**config.mk**
```make
export PLATFORM = sky130hd
export DESIGN_NAME = plt_cell
export DESIGN_NICKNAME = d
export VERILOG_FILES = /design/src/plt_pkg.sv /design/src/plt_cell.sv
export SDC_FILE = /design/constraint.sdc
export NUM_CORES = 1
export LEC_CHECK = 0
export ABC_AREA = 1
export BUFFER_PORTS_ARGS = -buffer_cell sky130_fd_sc_hd__buf_4
export CORE_UTILIZATION = 30
export CTS_CLUSTER_SIZE = 28
export DETAILED_ROUTE_END_ITERATION = 6
export GPL_ROUTABILITY_DRIVEN = 1
export PLACE_DENSITY_LB_ADDON = 0.2
export SYNTH_ARGS = -nofsm -noshare
export SYNTH_HDL_FRONTEND = slang
export SYNTH_SLANG_ARGS = --single-unit
```
**constraint.sdc**
```tcl
create_clock -name clock -period 4.7 [get_ports clock]
set_input_delay 0.705 -clock clock [delete_from_list [all_inputs] [get_ports clock]]
set_output_delay 0.705 -clock clock [all_outputs]
set_load 0.1 [all_outputs]
```
**src/plt_pkg.sv**
```systemverilog
// ----------------------------------------------------------------------------
// plt_pkg: shared types for the positional list table
// Holds the request kinds, the cell command and the result word layout.
// ----------------------------------------------------------------------------
package plt_pkg;

   // Request kinds as carried on the req_type port.
   typedef enum logic [1:0] {
      REQ_INSERT = 2'd0,
      REQ_REMOVE = 2'd1,
      REQ_MODIFY = 2'd2,
      REQ_SEARCH = 2'd3
   } req_kind_type;

   // What every cell does in a cycle.
   typedef enum logic [1:0] {
      CELL_HOLD,
      CELL_INSERT,
      CELL_REMOVE,
      CELL_WRITE
   } cell_op_type;

   // Command broadcast along the row of cells. The index is 0-based and
   // never exceeds what a 7-bit position can name.
   typedef struct packed {
      cell_op_type        op;
      logic [6:0]         index;
      logic signed [31:0] value;
   } cell_cmd_type;

   // One result word.
   typedef struct packed {
      logic       success;
      logic [6:0] found_position;
      logic [6:0] list_length;
   } rsp_word_type;

endpackage

```
**src/plt_cell.sv**
```systemverilog
// ----------------------------------------------------------------------------
// plt_cell: one entry of the positional list
// Holds one word, takes it from a neighbor on a shift, and flags a match.
// ----------------------------------------------------------------------------
module plt_cell #(
   parameter int IDX = 0,
   parameter int CW  = 7
) (
   input  logic                 clock,
   input  plt_pkg::cell_cmd_type cmd,
   input  logic [CW-1:0]        count,
   input  logic signed [31:0]   left_word,
   input  logic signed [31:0]   right_word,
   output logic signed [31:0]   word,
   output logic                 hit
);
   import plt_pkg::*;

   localparam logic [31:0] IdxW = 32'(IDX);

   logic signed [31:0] word_ff;
   logic signed [31:0] word_in;
   logic [31:0]        target;
   logic               live;

   assign target = 32'(cmd.index);
   assign live   = IdxW < 32'(count);

   always_comb begin
      word_in = word_ff;
      case (cmd.op)
         CELL_INSERT: begin
            if (IdxW > target) begin
               word_in = left_word;
            end else if (IdxW == target) begin
               word_in = cmd.value;
            end
         end
         CELL_REMOVE: begin
            if (IdxW >= target) begin
               word_in = right_word;
            end
         end
         CELL_WRITE: begin
            if (IdxW == target) begin
               word_in = cmd.value;
            end
         end
         default: word_in = word_ff;
      endcase
   end

   always_ff @(posedge clock) begin
      word_ff <= word_in;
   end

   assign word = word_ff;
   assign hit  = live && (word_ff == cmd.value);

endmodule

```
==> qor.yml <==
timing:
  min_period_over_period_pct: 59.44
  tns_ns: 0
  final-hold-violation-count: 0
  fin_crit_ns: 2.794
  fmax_mhz: 358.0
  worstMarginPinSlew_ns: 1.016
  setup_slack_ns: 1.906
  finClkSkew_ns: 0
  slew_viol_final: 0
  rsz0062_at_grt: "false"
  slew-limit-headroom_pct: 32.11
  setup_viol: 0
floorplan:
  dieArea_mm2: 0.007862
  die_h_um: 88.67
  io_pins: 146
  die_w_um: 88.67
  rows: 31
  start_util_pct: 31.07
  coreArea_mm2: 0.007253
power:
  switching_share_pct: 39.82
  clkPwrFrac_pct: 22.4
  ir_drop_v: 0.0001036
  power.internal_mw: 0.5558
  power.leakage_nw: 1.562
  pwr-share-comb_pct: 37.8
  seqPwrFrac_pct: 39.8
  p_sw_mw: 0.3677
  p_per_area_mw_per_mm2: 284.6
place:
  pre_cts_slack_ns: 1.563
  io_buffer_count: 113
  dpl.hpwl_mm: 4.919
  place_congestion: 0.7853
critical_path:
  crit_path_start_kind: "input pin"
  cp.arrival_ns: 2.70
  critPathKind: "in2reg"
  critPathMaxFanout: 33
  critPathMaxStageDelay_ns: 0.89
  path_cells: "buf_4, nor2_1, nand2_1, nor2_4, buf_4, inv_2, o21bai_4"
  cpMaxStageDelayCell: "o21bai_4"
  cp-end-kind: "register"
  critPathMostFrequentCell: "buf_4"
  critPathBufInv: 3
  required_ns: 4.60
  cp_top_family: "compound AO/OA/AOI/OAI gates"
worst_hold_path:
  hold_path.class: "in2reg"
global_routing:
  grt_first_pass_wirelength_mm: 10.61
  grt.busiest_layer: "met2"
  antenna_found_initial: 0
  use_met2_pct: 30.98
  grt_usage_pct: 17.85
  use_met1_pct: 22.40
  grt_max_degree: 34
  grt_pass1_vias: 2273
  gr-usage-met3_pct: 4.104
  grt_overflow: 0
route:
  route.detailed.drc: 0
  via_per_inst: 4.579
  dr.first_iter.drc_count: 117
  ant_nets: 0
  avgRoutedWirePerCell_um: 13.22
  drt_pass1_iterations: 4
  wl_mm: 7.005
  vias: 2427
final_layout:
  largest_reg_flops: 32
  nets: 543
  area.growth.synth_to_final_pct: 43.98
  final_cell_mix: "buf_4, nand2_1, nor2_1"
  diodes: 0
  mostFrequentLayoutCell: "buf_4"
  drive_above_1_share_pct: 29.00
synth:
  synth_warnings: 0
  synthCells: 320
  synth_seq_area_share_pct: 42.64
  yosys-mux-area-fraction_pct: 0
  synth-compound-area-share_pct: 15.21
  synth.distinct_cells: 20
  synthSimpleGateAreaFrac_pct: 26.87
  synth_top_family_by_area: "simple AND/OR/NAND/NOR gates"
  syn_nets: 433
  synth_area_per_cell_um2: 7.042
  synthAdderAreaFrac_pct: 0
  synth_area_mm2: 0.002253
  synth_seq_cells: 32
  synth_xor_area_share_pct: 5.053
clocking:
  h-tree-depth: 2
  cts_max_path_buffers: 2
  cts_sinks: 32
  cts_hold_buffers: 0
  clkTransAtPathRegs_ns: 0.06
  clockRootBuffer: "clkbuf_8"
  cts_tree: "yes"
  cts_setup_buffers: 0
  clk_latency_ns: 0.28
  post_cts_resize_count: 0
  cts_made_buffers: 5
job:
  cap_violations: 0
status:
  status: "finished clean"
-- power by group through the flow --
stage	Clock, mW	Combinational, mW	Sequential [mW]
after floorplan	0	0.0795	0.527
after global placement	0	0.347	0.372
after detailed placement	0	0.351	0.373
after CTS	0.215	0.352	0.367
after global routing	0.225	0.372	0.370
final	0.207	0.349	0.367
-- routing by layer --
layer	part of all wire, %	wire [um]
met5	0	0
met4	0.27	19
met3	6.9	484
met2	48	3374
met1	45	3127
-- cell usage after synthesis (all sizes together) --
cell type,n,area [um2]
a21oi,4,20.02
buf,4,27.52
clkbuf,8,60.06
edfxtp,32,960.9
inv,38,142.6
nand2,95,356.6
nand3,2,10.01
nor2,58,227.7
nor2b,1,6.260
nor3,1,5.000
o21ai,63,315.3
o21bai,1,7.510
xnor2,12,105.1
xor2,1,8.760
-- cell families (layout without fill, tap and decap cells) --
logic type	after synthesis	after routing
simple gates	157	157
compound gates	68	68
buf+inv	50	161
xor+xnor	13	13
flops	32	32
-- stage by stage --
step           util [%]  total power [mW]  std cells  area, um2  hold slack (ns)
3_5_place_dp      43.63            0.7242        522       3164           0.6717
6_report          44.73            0.9234        530       3244           0.7012
3_3_place_gp      43.63            0.7194        522       3164           0.6645
2_1_floorplan         -            0.6070        320       2253           0.8962
4_1_cts           44.73            0.9337        530       3244           0.6864
5_1_grt           44.73            0.9673        530       3244           0.6996
-- tightest hold or removal path, delay by kind of cell --
kind            cells  cell delay [ns]
simple gates        1             0.04
compound gates      1             0.05
buf+inv             1             0.08
-- path summary, 6_finish.rpt --
path | from | cells after the start | slack (ns) | end
max | cmd[37] | 7 | 1.91 | word[15]$_DFFE_PP_
min reg2reg | word[25]$_DFFE_PP_ | 2 | 0.71 | word[25]$_DFFE_PP_
min | right_word[23] | 3 | 0.70 | word[23]$_DFFE_PP_
max reg2reg | word[21]$_DFFE_PP_ | 2 | 3.73 | word[21]$_DFFE_PP_
-- layout make-up --
class | instances | area (um2)
Fill cell | 770 | 4009
Tap cell | 99 | 123.9
Inverter | 38 | 142.6
Timing Repair Buffer | 115 | 863.3
Sequential cell | 32 | 960.9
Clock inverter | 1 | 3.754
Multi-Input combinational cell | 238 | 1074
Clock buffer | 7 | 76.32
(Power assumes the default switching activity.)
